[src/rtl/core/siir2_pkg.sv]
// Package for the shift-coefficient second-order low-pass filter.
// Holds the field widths, request codes, history and result types and
// the shift helpers; it depends on nothing else.
`timescale 1ns / 1ps

package siir2_pkg;

	// Extra fraction bits carried by the history values.
	localparam int FRAC_BITS   = 16;
	localparam int SAMPLE_W    = 16;
	localparam int PRECISE_W   = 32;
	localparam int SHIFT_W     = 5;
	// Wide enough for a = 2b + 4 with b up to its full code range.
	localparam int AMOUNT_W    = 7;

	localparam logic [SHIFT_W-1:0]  B_RESET      = 5'd20;
	localparam logic [SAMPLE_W-1:0] PEAK_INVALID = 16'h8000;

	// Request codes carried on the input user field.
	typedef enum logic [1:0] {
		REQ_INIT        = 2'd0,
		REQ_ADD         = 2'd1,
		REQ_ADD_PRECISE = 2'd2
	} req_t;

	// Filter history. Only the two newest inputs are ever read again.
	typedef struct packed {
		logic [PRECISE_W-1:0] x0;
		logic [PRECISE_W-1:0] x1;
		logic [PRECISE_W-1:0] y0;
		logic [PRECISE_W-1:0] y1;
		logic [PRECISE_W-1:0] y2;
	} hist_t;

	// One result item.
	typedef struct packed {
		logic [SAMPLE_W-1:0]  filtered;
		logic [PRECISE_W-1:0] filtered_precise;
		logic [PRECISE_W-1:0] prev_filtered_precise;
		logic [SAMPLE_W-1:0]  latest_input;
		logic [SAMPLE_W-1:0]  pos_peak;
		logic [SAMPLE_W-1:0]  neg_peak;
	} result_t;

	// Arithmetic shift right; amounts of 31 or more give pure sign fill.
	function automatic logic [PRECISE_W-1:0] asr32(input logic [PRECISE_W-1:0] x,
			input logic [AMOUNT_W-1:0] n);
		logic [PRECISE_W-1:0] r;
		if (n >= AMOUNT_W'(31)) begin
			r = {PRECISE_W{x[PRECISE_W-1]}};
		end else begin
			r = PRECISE_W'($signed(x) >>> n[4:0]);
		end
		return r;
	endfunction

	// Sign-extend a regular sample and move it up to full precision.
	function automatic logic [PRECISE_W-1:0] widen(input logic [SAMPLE_W-1:0] s);
		logic [PRECISE_W-1:0] e;
		e = {{(PRECISE_W-SAMPLE_W){s[SAMPLE_W-1]}}, s};
		return PRECISE_W'(e << FRAC_BITS);
	endfunction

	// Bring a full-precision value back to regular precision.
	function automatic logic [SAMPLE_W-1:0] to_regular(input logic [PRECISE_W-1:0] v);
		logic [PRECISE_W-1:0] t;
		t = asr32(v, AMOUNT_W'(FRAC_BITS));
		return t[SAMPLE_W-1:0];
	endfunction

endpackage

[src/rtl/core/siir2_step.sv]
// Combinational filter step: applies one request to the history and forms
// the result item from the updated history. Depends on siir2_pkg.
`timescale 1ns / 1ps

module siir2_step (
	input  logic [1:0]                          req,
	input  logic [siir2_pkg::SAMPLE_W-1:0]      sample,
	input  logic [siir2_pkg::PRECISE_W-1:0]     sample_precise,
	input  logic [siir2_pkg::SHIFT_W-1:0]       coef_b,
	input  siir2_pkg::hist_t                    hist,
	output siir2_pkg::hist_t                    hist_next,
	output siir2_pkg::result_t                  result
);

	logic [siir2_pkg::AMOUNT_W-1:0]  sh_b;
	logic [siir2_pkg::AMOUNT_W-1:0]  sh_a;
	logic [siir2_pkg::AMOUNT_W-1:0]  sh_a1;
	logic [siir2_pkg::AMOUNT_W-1:0]  sh_a2;
	logic [siir2_pkg::PRECISE_W-1:0] x_new;
	logic [siir2_pkg::PRECISE_W-1:0] acc;
	logic [siir2_pkg::PRECISE_W-1:0] wide_sample;

	// Shift amounts derived from b.
	assign sh_b  = siir2_pkg::AMOUNT_W'(coef_b);
	assign sh_a  = siir2_pkg::AMOUNT_W'({coef_b, 1'b0}) + siir2_pkg::AMOUNT_W'(4);
	assign sh_a1 = sh_a - siir2_pkg::AMOUNT_W'(1);
	assign sh_a2 = sh_a - siir2_pkg::AMOUNT_W'(2);

	assign wide_sample = siir2_pkg::widen(sample);
	assign x_new = (req == siir2_pkg::REQ_ADD_PRECISE) ? sample_precise : wide_sample;

	// Recurrence with wrapping 32-bit sums; y0 and y1 are the outputs
	// before this step, x0 and x1 the inputs before it.
	assign acc = (hist.y0 - hist.y1) + hist.y0
		- siir2_pkg::asr32(hist.y0, sh_b) + siir2_pkg::asr32(hist.y1, sh_b)
		+ siir2_pkg::asr32(x_new, sh_a) + siir2_pkg::asr32(hist.x0, sh_a1)
		+ siir2_pkg::asr32(hist.x1, sh_a)
		- siir2_pkg::asr32(hist.y1, sh_a2);

	// History update by request code; the unused code leaves it alone.
	always_comb begin
		case (req)
			siir2_pkg::REQ_INIT: begin
				hist_next.x0 = wide_sample;
				hist_next.x1 = wide_sample;
				hist_next.y0 = wide_sample;
				hist_next.y1 = wide_sample;
				hist_next.y2 = wide_sample;
			end
			siir2_pkg::REQ_ADD, siir2_pkg::REQ_ADD_PRECISE: begin
				hist_next.x0 = x_new;
				hist_next.x1 = hist.x0;
				hist_next.y0 = acc;
				hist_next.y1 = hist.y0;
				hist_next.y2 = hist.y1;
			end
			default: begin
				hist_next = hist;
			end
		endcase
	end

	// Result fields and peak detection on the updated history.
	always_comb begin
		result.filtered              = siir2_pkg::to_regular(hist_next.y0);
		result.filtered_precise      = hist_next.y0;
		result.prev_filtered_precise = hist_next.y1;
		result.latest_input          = siir2_pkg::to_regular(hist_next.x0);
		if (($signed(hist_next.y0) < $signed(hist_next.y1))
				&& ($signed(hist_next.y1) >= $signed(hist_next.y2))) begin
			result.pos_peak = siir2_pkg::to_regular(hist_next.y1);
		end else begin
			result.pos_peak = siir2_pkg::PEAK_INVALID;
		end
		if (($signed(hist_next.y0) > $signed(hist_next.y1))
				&& ($signed(hist_next.y1) <= $signed(hist_next.y2))) begin
			result.neg_peak = siir2_pkg::to_regular(hist_next.y1);
		end else begin
			result.neg_peak = siir2_pkg::PEAK_INVALID;
		end
	end

endmodule

[src/rtl/core/shift_iir2_lowpass_peak.sv]
// Top level of the shift-coefficient second-order low-pass filter with
// peak detection. Depends on siir2_pkg and siir2_step.
`timescale 1ns / 1ps

// Usage:
// Input items arrive on the s_ stream channel: s_tuser carries the request
// code (init history, add regular sample, add precise sample) and s_tdata
// the regular and precise samples. Each item yields exactly one result item
// on the m_ stream channel with the filtered output, the previous output,
// the latest input and the positive and negative peak codes.
// An accepted item sits in an input register; once the output register is
// free or being emptied, the filter step runs in one pass of logic, the
// history is updated and the result is written to the output register.
// While the receiver keeps m_tready high, one item per cycle is sustained,
// limited by the history feedback through the step logic.
// The user must write the shift setting b through cfg_we / cfg_wdata only
// while the block is idle; the block does not enforce this. Reset clears
// the history to zero, sets b to 20 and empties both registers. When the
// receiver stalls, the result holds in the output register, one more item
// waits in the input register, and s_tready falls until the result is taken.
module shift_iir2_lowpass_peak (
	input  logic                            clk,
	input  logic                            arst_n,
	input  logic                            cfg_we,
	input  logic [siir2_pkg::SHIFT_W-1:0]   cfg_wdata,
	input  logic                            s_tvalid,
	output logic                            s_tready,
	// s_tdata: sample [15:0], sample_precise [47:16]
	input  logic [47:0]                     s_tdata,
	// s_tuser: req_type [1:0]
	input  logic [1:0]                      s_tuser,
	output logic                            m_tvalid,
	input  logic                            m_tready,
	// m_tdata: filtered [15:0], filtered_precise [47:16],
	// prev_filtered_precise [79:48], latest_input [95:80],
	// pos_peak [111:96], neg_peak [127:112]
	output logic [127:0]                    m_tdata
);

	logic                            valid_s1;
	logic [1:0]                      req_s1;
	logic [siir2_pkg::SAMPLE_W-1:0]  sample_s1;
	logic [siir2_pkg::PRECISE_W-1:0] precise_s1;
	logic [siir2_pkg::SHIFT_W-1:0]   coef_b_q;
	siir2_pkg::hist_t                hist_q;
	siir2_pkg::hist_t                hist_next;
	siir2_pkg::result_t              result;
	siir2_pkg::result_t              res_q;
	logic                            out_valid_q;
	logic                            fire;
	logic                            s_accept;

	// The step runs when the input register holds an item and the output
	// register is free or being emptied in this cycle.
	assign fire     = valid_s1 && (!out_valid_q || m_tready);
	assign s_tready = !valid_s1 || fire;
	assign s_accept = s_tvalid && s_tready;

	// Configuration register.
	always_ff @(posedge clk or negedge arst_n) begin
		if (!arst_n) begin
			coef_b_q <= siir2_pkg::B_RESET;
		end else if (cfg_we) begin
			coef_b_q <= cfg_wdata;
		end
	end

	// Input register control.
	always_ff @(posedge clk or negedge arst_n) begin
		if (!arst_n) begin
			valid_s1 <= 1'b0;
		end else if (s_tready) begin
			valid_s1 <= s_tvalid;
		end
	end

	// Input register payload.
	always_ff @(posedge clk) begin
		if (s_accept) begin
			req_s1     <= s_tuser;
			sample_s1  <= s_tdata[15:0];
			precise_s1 <= s_tdata[47:16];
		end
	end

	siir2_step u_step (
		.req            (req_s1),
		.sample         (sample_s1),
		.sample_precise (precise_s1),
		.coef_b         (coef_b_q),
		.hist           (hist_q),
		.hist_next      (hist_next),
		.result         (result)
	);

	// Filter history, updated once per processed item.
	always_ff @(posedge clk or negedge arst_n) begin
		if (!arst_n) begin
			hist_q <= '0;
		end else if (fire) begin
			hist_q <= hist_next;
		end
	end

	// Output register control.
	always_ff @(posedge clk or negedge arst_n) begin
		if (!arst_n) begin
			out_valid_q <= 1'b0;
		end else if (fire) begin
			out_valid_q <= 1'b1;
		end else if (m_tready) begin
			out_valid_q <= 1'b0;
		end
	end

	// Output register payload.
	always_ff @(posedge clk) begin
		if (fire) begin
			res_q <= result;
		end
	end

	assign m_tvalid = out_valid_q;
	assign m_tdata  = {res_q.neg_peak, res_q.pos_peak, res_q.latest_input,
		res_q.prev_filtered_precise, res_q.filtered_precise, res_q.filtered};

`ifndef SYNTHESIS
	// A processed item always leaves a result in the output register.
	a_fire_result: assert property (@(posedge clk) disable iff (!arst_n)
		fire |=> m_tvalid)
		else $error("processed item left no result");

	// An empty input register never blocks the input channel.
	a_ready_empty: assert property (@(posedge clk) disable iff (!arst_n)
		!valid_s1 |-> s_tready)
		else $error("input blocked with empty input register");

	// An init request fills every history value with the same sample.
	a_init_fill: assert property (@(posedge clk) disable iff (!arst_n)
		(fire && (req_s1 == siir2_pkg::REQ_INIT)) |=>
		((hist_q.x0 == hist_q.y2) && (hist_q.x1 == hist_q.y2)
		&& (hist_q.y0 == hist_q.y2) && (hist_q.y1 == hist_q.y2)))
		else $error("init did not fill history");

	// An add request moves the output and input history down by one place.
	a_add_shift: assert property (@(posedge clk) disable iff (!arst_n)
		(fire && ((req_s1 == siir2_pkg::REQ_ADD) || (req_s1 == siir2_pkg::REQ_ADD_PRECISE)))
		|=> ((hist_q.y1 == $past(hist_q.y0)) && (hist_q.y2 == $past(hist_q.y1))
		&& (hist_q.x1 == $past(hist_q.x0))))
		else $error("add did not shift history");

	// History changes only when an item is processed.
	a_hist_hold: assert property (@(posedge clk) disable iff (!arst_n)
		!fire |=> $stable(hist_q))
		else $error("history changed without an item");
`endif

endmodule
[config.mk]
export PLATFORM = sky130hd
export DESIGN_NAME = shift_iir2_lowpass_peak
export DESIGN_NICKNAME = d
export VERILOG_FILES = /design/src/rtl/core/siir2_pkg.sv /design/src/rtl/core/siir2_step.sv /design/src/rtl/core/shift_iir2_lowpass_peak.sv
export SDC_FILE = /design/constraint.sdc
export NUM_CORES = 2
export LEC_CHECK = 0
export BUFFER_PORTS_ARGS = -buffer_cell sky130_fd_sc_hd__buf_2
export CAP_MARGIN = 0
export CORE_MARGIN = 5
export CORE_UTILIZATION = 45
export DETAILED_ROUTE_END_ITERATION = 6
export GPL_TIMING_DRIVEN = 0
export HOLD_SLACK_MARGIN = 0.1
export PLACE_DENSITY = 0.65
export SYNTH_ARGS = -nofsm -noshare
export SYNTH_HDL_FRONTEND = slang
export SYNTH_SLANG_ARGS = --single-unit
[constraint.sdc]
create_clock -name clk -period 11.6 [get_ports clk]
set_input_delay 2.32 -clock clk [delete_from_list [all_inputs] [get_ports clk]]
set_output_delay 2.32 -clock clk [all_outputs]
set_load 0.1 [all_outputs]
Word level (Yosys, flattened, before mapping)
Index checks and enable logic that the tools add are counted.

word-level totals
  register bits after elaboration = 345
  output and inout bits = 130
  word-level logic and storage cells = 68

operators by class
  add/subtract/negate cells = 11
  order comparisons = 8
  equality and inequality tests = 2
  shifts and indexed selects = 6
  multiplexer cells = 10
  reduce and logical (&&, ||, !) cells = 13

operators with widths
  cell                                                                                  number
  160-bit one-hot mux with 2 select lines                                               1
  32-bit two-way mux                                                                    7
  32-bit by 5-bit >>> shifter with 32-bit output                                        6
  32-bit adder                                                                          5
  32-bit subtractor                                                                     3
  32-bit greater-or-equal comparator                                                    1
  32-bit > comparator                                                                   1
  32-bit <= comparator                                                                  1
  32-bit less-than comparator                                                           1
  7-bit by 5-bit greater-or-equal comparator with 1-bit output (second input constant)  3
  6-bit by 3-bit adder with 7-bit output (second input constant)                        1
  7-bit by 1-bit subtractor with 7-bit output (second input constant)                   1
  7-bit by 2-bit subtractor with 7-bit output (second input constant)                   1
  5-bit greater-or-equal comparator (second input constant)                             1
  1-bit logical AND                                                                     4
  2-bit nonzero test                                                                    2
  2-bit by 1-bit equality test with 1-bit output (second input constant)                1
  2-bit equality test (second input constant)                                           1
  1-bit zero test                                                                       2
  2-bit zero test                                                                       1
  1-bit logical OR                                                                      2
  1-bit two-way mux                                                                     2
  2-bit AND reduction                                                                   1
  2-bit OR reduction                                                                    1

Logic depth before layout (Yosys ltp)
  depth after elaboration = 11
  gate-level depth with buffers = 44
  gate-level depth less buffers = 37

Hierarchy
From an unflattened synthesis, not the netlist that was laid out.

unflattened totals
  cell total of the unflattened synthesis = 3456
  area, all modules = 32269.7 um2

by module, submodules not included
  module                   instances  cells each  area an instance (um2)  seq. area each (um2)
  siir2_step               1          2922        20315.7                 0.0
  shift_iir2_lowpass_peak  1          534         11954.0                 9526.6

Worst setup path after synthesis
Ideal clock, no wire load.

  path type = reg2reg
  from = register coef_b_q[0] in the netlist's numbering
  to = register res_q (netlist bit m_tdata[117]) (data pin)
  setup time = 0.256 ns
  arrival time = 8.742 ns
  slack = 2.602 ns
  stages on the path, launching flop included = 40
  clock period less this slack = 8.998 ns
  path through = dfrtp_1 -> buf_2 -> clkinv_1 -> buf_1 -> buf_1 -> ha_1 -> buf_2 -> buf_2 -> buf_2 -> buf_2 -> mux4_2 -> a211oi_1 -> nor2_1 -> a21oi_1 -> fa_1 -> fa_1 -> fa_1 -> fa_1 -> (+4 left out) -> nor2b_1 -> o2111ai_1 -> a311oi_1 -> nor4_1 -> o31ai_1 -> xnor2_1 -> nand2_1 -> a22oi_1 -> ha_1 -> nand4_1 -> nor4_2 -> nand2_1 -> o41ai_1 -> nor3_2 -> mux2i_1 -> a211o_4 -> buf_12 -> nor2_4

RTL lines
  item                    line                            text
  start, declared         shift_iir2_lowpass_peak.sv:44   logic [siir2_pkg::SHIFT_W-1:0] coef_b_q;
  start signal, assigned  shift_iir2_lowpass_peak.sv:62   coef_b_q <= siir2_pkg::B_RESET;
  start signal, assigned  shift_iir2_lowpass_peak.sv:64   coef_b_q <= cfg_wdata;
  end signal, assigned    shift_iir2_lowpass_peak.sv:119  res_q <= result;
  end, declared           shift_iir2_lowpass_peak.sv:48   siir2_pkg::result_t res_q;

==> impl_results.md <==
* Outcome: finished with violations
* Violated checks: max-slew violations
* Final net count at 3916
* Core area at 65700 um2
* Avg Synthesized Cell Area at around 9 um2
* Worst Setup Start Kind: flip-flop
* Last weighted congestion value of the routability-driven placer at 1.13
* Crit path max-delay family: compound AO/OA/AOI/OAI gates
* Pin count of the biggest net entering global routing at 115
* Warnings from Yosys at 0
* Detailed Routing Iterations Pass 1 at 6
* Crit Path Max Fanout at 10
* Final Slew Violations at 1
* Endpoint type of the worst setup path: flip-flop
* Master cell of the clock root buffer: sky130_fd_sc_hd__clkbuf_16
* Residual overflow from global routing at 0
* CP Class: flip-flop to flip-flop
* Type of the worst min-delay path: flip-flop to flip-flop
* Total of max-cap violations at 0
* Row cnt at 94
* Period minus WS final at 11410 ps
* Area occupied by multi-input gates at between 15000 and 20000 um2
* Average detailed-routed wire length per instance at 34.0 um
* Global-route wire length before repair at roughly 210000 um
* Number of H-tree branching levels at 2
* Global router's overall resource usage at roughly two fifths
* Post-route DRC violation count at 0
* Worst-margin pin slew at 1510 ps
* CTS Buf Count at 39
* Worst slew margin relative to its limit at -0.991%
* #FFs+latches synth at 329
* Vias post-DR at 28900
* Initial standard-cell utilization of the core at a little under half
* Final cycle utilization of the critical path at between 90% and 100%
* Netlist area before placement at 29800 um2
* Arrival @ worst endpoint at 11740 ps
* WHS Path Cells at 1
* Setup-failing EPs final at 0
* Total negative slack for setup checks at 0 ps
* Skew final at approximately 27 ps
* Die outline width at 268 um
* Startpoint of the most critical hold path: hist_q[26]
* Maximum clock frequency at 0.0877 GHz
* Total wire length after detailed routing at approximately 150000 um
* Via-per-instance ratio at 6.47
* Post-synth EDFFs at around 160
* Port-buffer cells at 188
* I/O pins at 190
* Worst-case reg-to-reg path depth at 33
* Number of global-route vias before repair at between 20000 and 30000
* Fraction of final layout cells with drive strength greater than 1 at 15.0%
* Total Die Area at just over 70000 um2
* Reg area at just over 9000 um2
* Number of antenna violations at the first check in global routing at 5
* Sum of net half-perimeters after detailed placement at 124000 um
* Proportion of synthesized flip-flops having asynchronous set or reset at 50.8%
* Count of unique library cells instantiated by Yosys at between 80 and 90
* Maximum buffer depth of the clock tree at 3
* TritonCTS clock tree: yes
* Sequential area share after synthesis at 30.3%
* Final count of hold timing violations at 0
* Worst-path clk slew at 60 ps
* Total number of cells along the worst setup path at 33
* Critical path's most frequent cell: sky130_fd_sc_hd__fa_1
* Worst endpoint required time at 11940 ps
* CP peak stage delay at 1050 ps
* Synth-to-Final Area Change at 12.4%
* Top_reg_cell synth: sky130_fd_sc_hd__dfrtp_1
* Remaining antenna violation count after routing at 0
* Number of sinks handled by clock tree synthesis at approximately 330
* WP buf/inv at 7
* Net count after synthesis at 3683
* Critical path startpoint: coef_b_q[1]
* Floorplan die height at 268 um
* Clock latency reported for the late side of the worst-skew pair at 600 ps
* Filler instances at 6230
* Cells after Synth at ~3300
* Critical path's slowest cell: sky130_fd_sc_hd__a222oi_1
* R2R Path Start: coef_b_q[1]
* Initial detailed-routing violation count at about 4300
stage by stage:
stage                     instance area (um2)  hold WS (ps)  worst slack [ps]  util (%)  cells
final                                   33500           483               194      51.0   4468
after global routing                    33500           495             -25.6      51.0   4465
after CTS                               33400           486              9.02      50.8   4464
after detailed placement                32000           472             -1770      48.6   4392
after global placement                  31900           464             -1700      48.5   4389
after floorplan                         29800           440              2600         -   3337
kinds of logic after synthesis:
| family | count (synthesis) | synth area share [%] |
|---|---|---|
| and+or+nand+nor | 938 | 13.4 |
| AOI/OAI and AO/OA | 919 | 19.3 |
| buffers and inverters | 597 | 8.10 |
| DFF | 329 | 30.3 |
| adders and majority gates | 286 | 16.6 |
| muxes | 233 | 11.2 |
| xor gates and xnor gates | 35 | 1.08 |
flip-flops by register name, summed over array words and instances, names as in the netlist:
| register | flops |
|---|---|
| m_tdata | 112 |
| req_s1 | 2 |
| hist_q | 160 |
| precise_s1 | 32 |
| sample_s1 | 16 |
| coef_b_q | 5 |
| m_tvalid | 1 |
| valid_s1 | 1 |
synth_stat cells, types with 47 or more instances:
| cell type | number | area, um2 |
|---|---|---|
| sky130_fd_sc_hd__mux4_2 | 76 | 1710 |
| sky130_fd_sc_hd__nor2_1 | 215 | 807 |
| sky130_fd_sc_hd__buf_2 | 51 | 255 |
| sky130_fd_sc_hd__ha_1 | 103 | 1290 |
| sky130_fd_sc_hd__mux2i_1 | 117 | 1170 |
| sky130_fd_sc_hd__edfxtp_1 | 162 | 4860 |
| sky130_fd_sc_hd__a31oi_1 | 47 | 294 |
| sky130_fd_sc_hd__nand2_1 | 545 | 2050 |
| sky130_fd_sc_hd__a21oi_1 | 221 | 1110 |
| sky130_fd_sc_hd__clkbuf_1 | 130 | 488 |
| sky130_fd_sc_hd__o21ai_0 | 280 | 1400 |
| sky130_fd_sc_hd__inv_1 | 345 | 1290 |
| sky130_fd_sc_hd__dfrtp_1 | 165 | 4130 |
| sky130_fd_sc_hd__fa_1 | 183 | 3660 |
path summary, 6_finish.rpt:
kind,to,slack (ps)
min in group asynchronous,hist_q[40],1680
hold reg to reg,hist_q[26],480
hold / removal,hist_q[26],480
setup / recovery,m_tdata[123],190
max in group asynchronous,hist_q[153],8890
setup reg to reg,m_tdata[123],190
placed cells by master (no fill, tap or decap), types with 135 or more instances in the layout:
master                     instances
sky130_fd_sc_hd__fa_1            183
sky130_fd_sc_hd__clkbuf_1        135
sky130_fd_sc_hd__a21oi_1         216
sky130_fd_sc_hd__dfrtp_1         164
sky130_fd_sc_hd__buf_2           235
sky130_fd_sc_hd__inv_1           345
sky130_fd_sc_hd__nand2_1         545
sky130_fd_sc_hd__nor2_1          215
sky130_fd_sc_hd__edfxtp_1        162
sky130_fd_sc_hd__o21ai_0         266
layout make-up:
cell class / count / area share [%]
tap: 864 / 3.22
timing repair buffer: 193 / 3.10
clock buffer: 49 / 3.11
buffer: 246 / 3.35
antenna: 3 / 0.0224
sequential: 329 / 27.0
multi-input combinational: 2411 / 55.5
inverter: 350 / 3.92
clock inverter: 23 / 0.750
timing repair:
item,CTS,global route
setup buffers,1,1
resized for setup,34,38
setup endpoints to repair,32,32
hold buffers,0,0
pin swaps,1,2
routing by layer:
| layer | part of all wire, % | up-vias | GRT usage [%] |
|---|---|---|---|
| li1 | - | 12100 | - |
| met1 | 37 | 14200 | 53.4 |
| met2 | 42 | 2062 | 61.5 |
| met3 | 12 | 510 | 12.8 |
| met4 | 8.1 | 2 | 25.4 |
| met5 | 0.0066 | - | 0 |
Power is left out: the tool's default activity adds up to more than one toggle a clock period on the data nets, which glitch-free logic cannot reach.
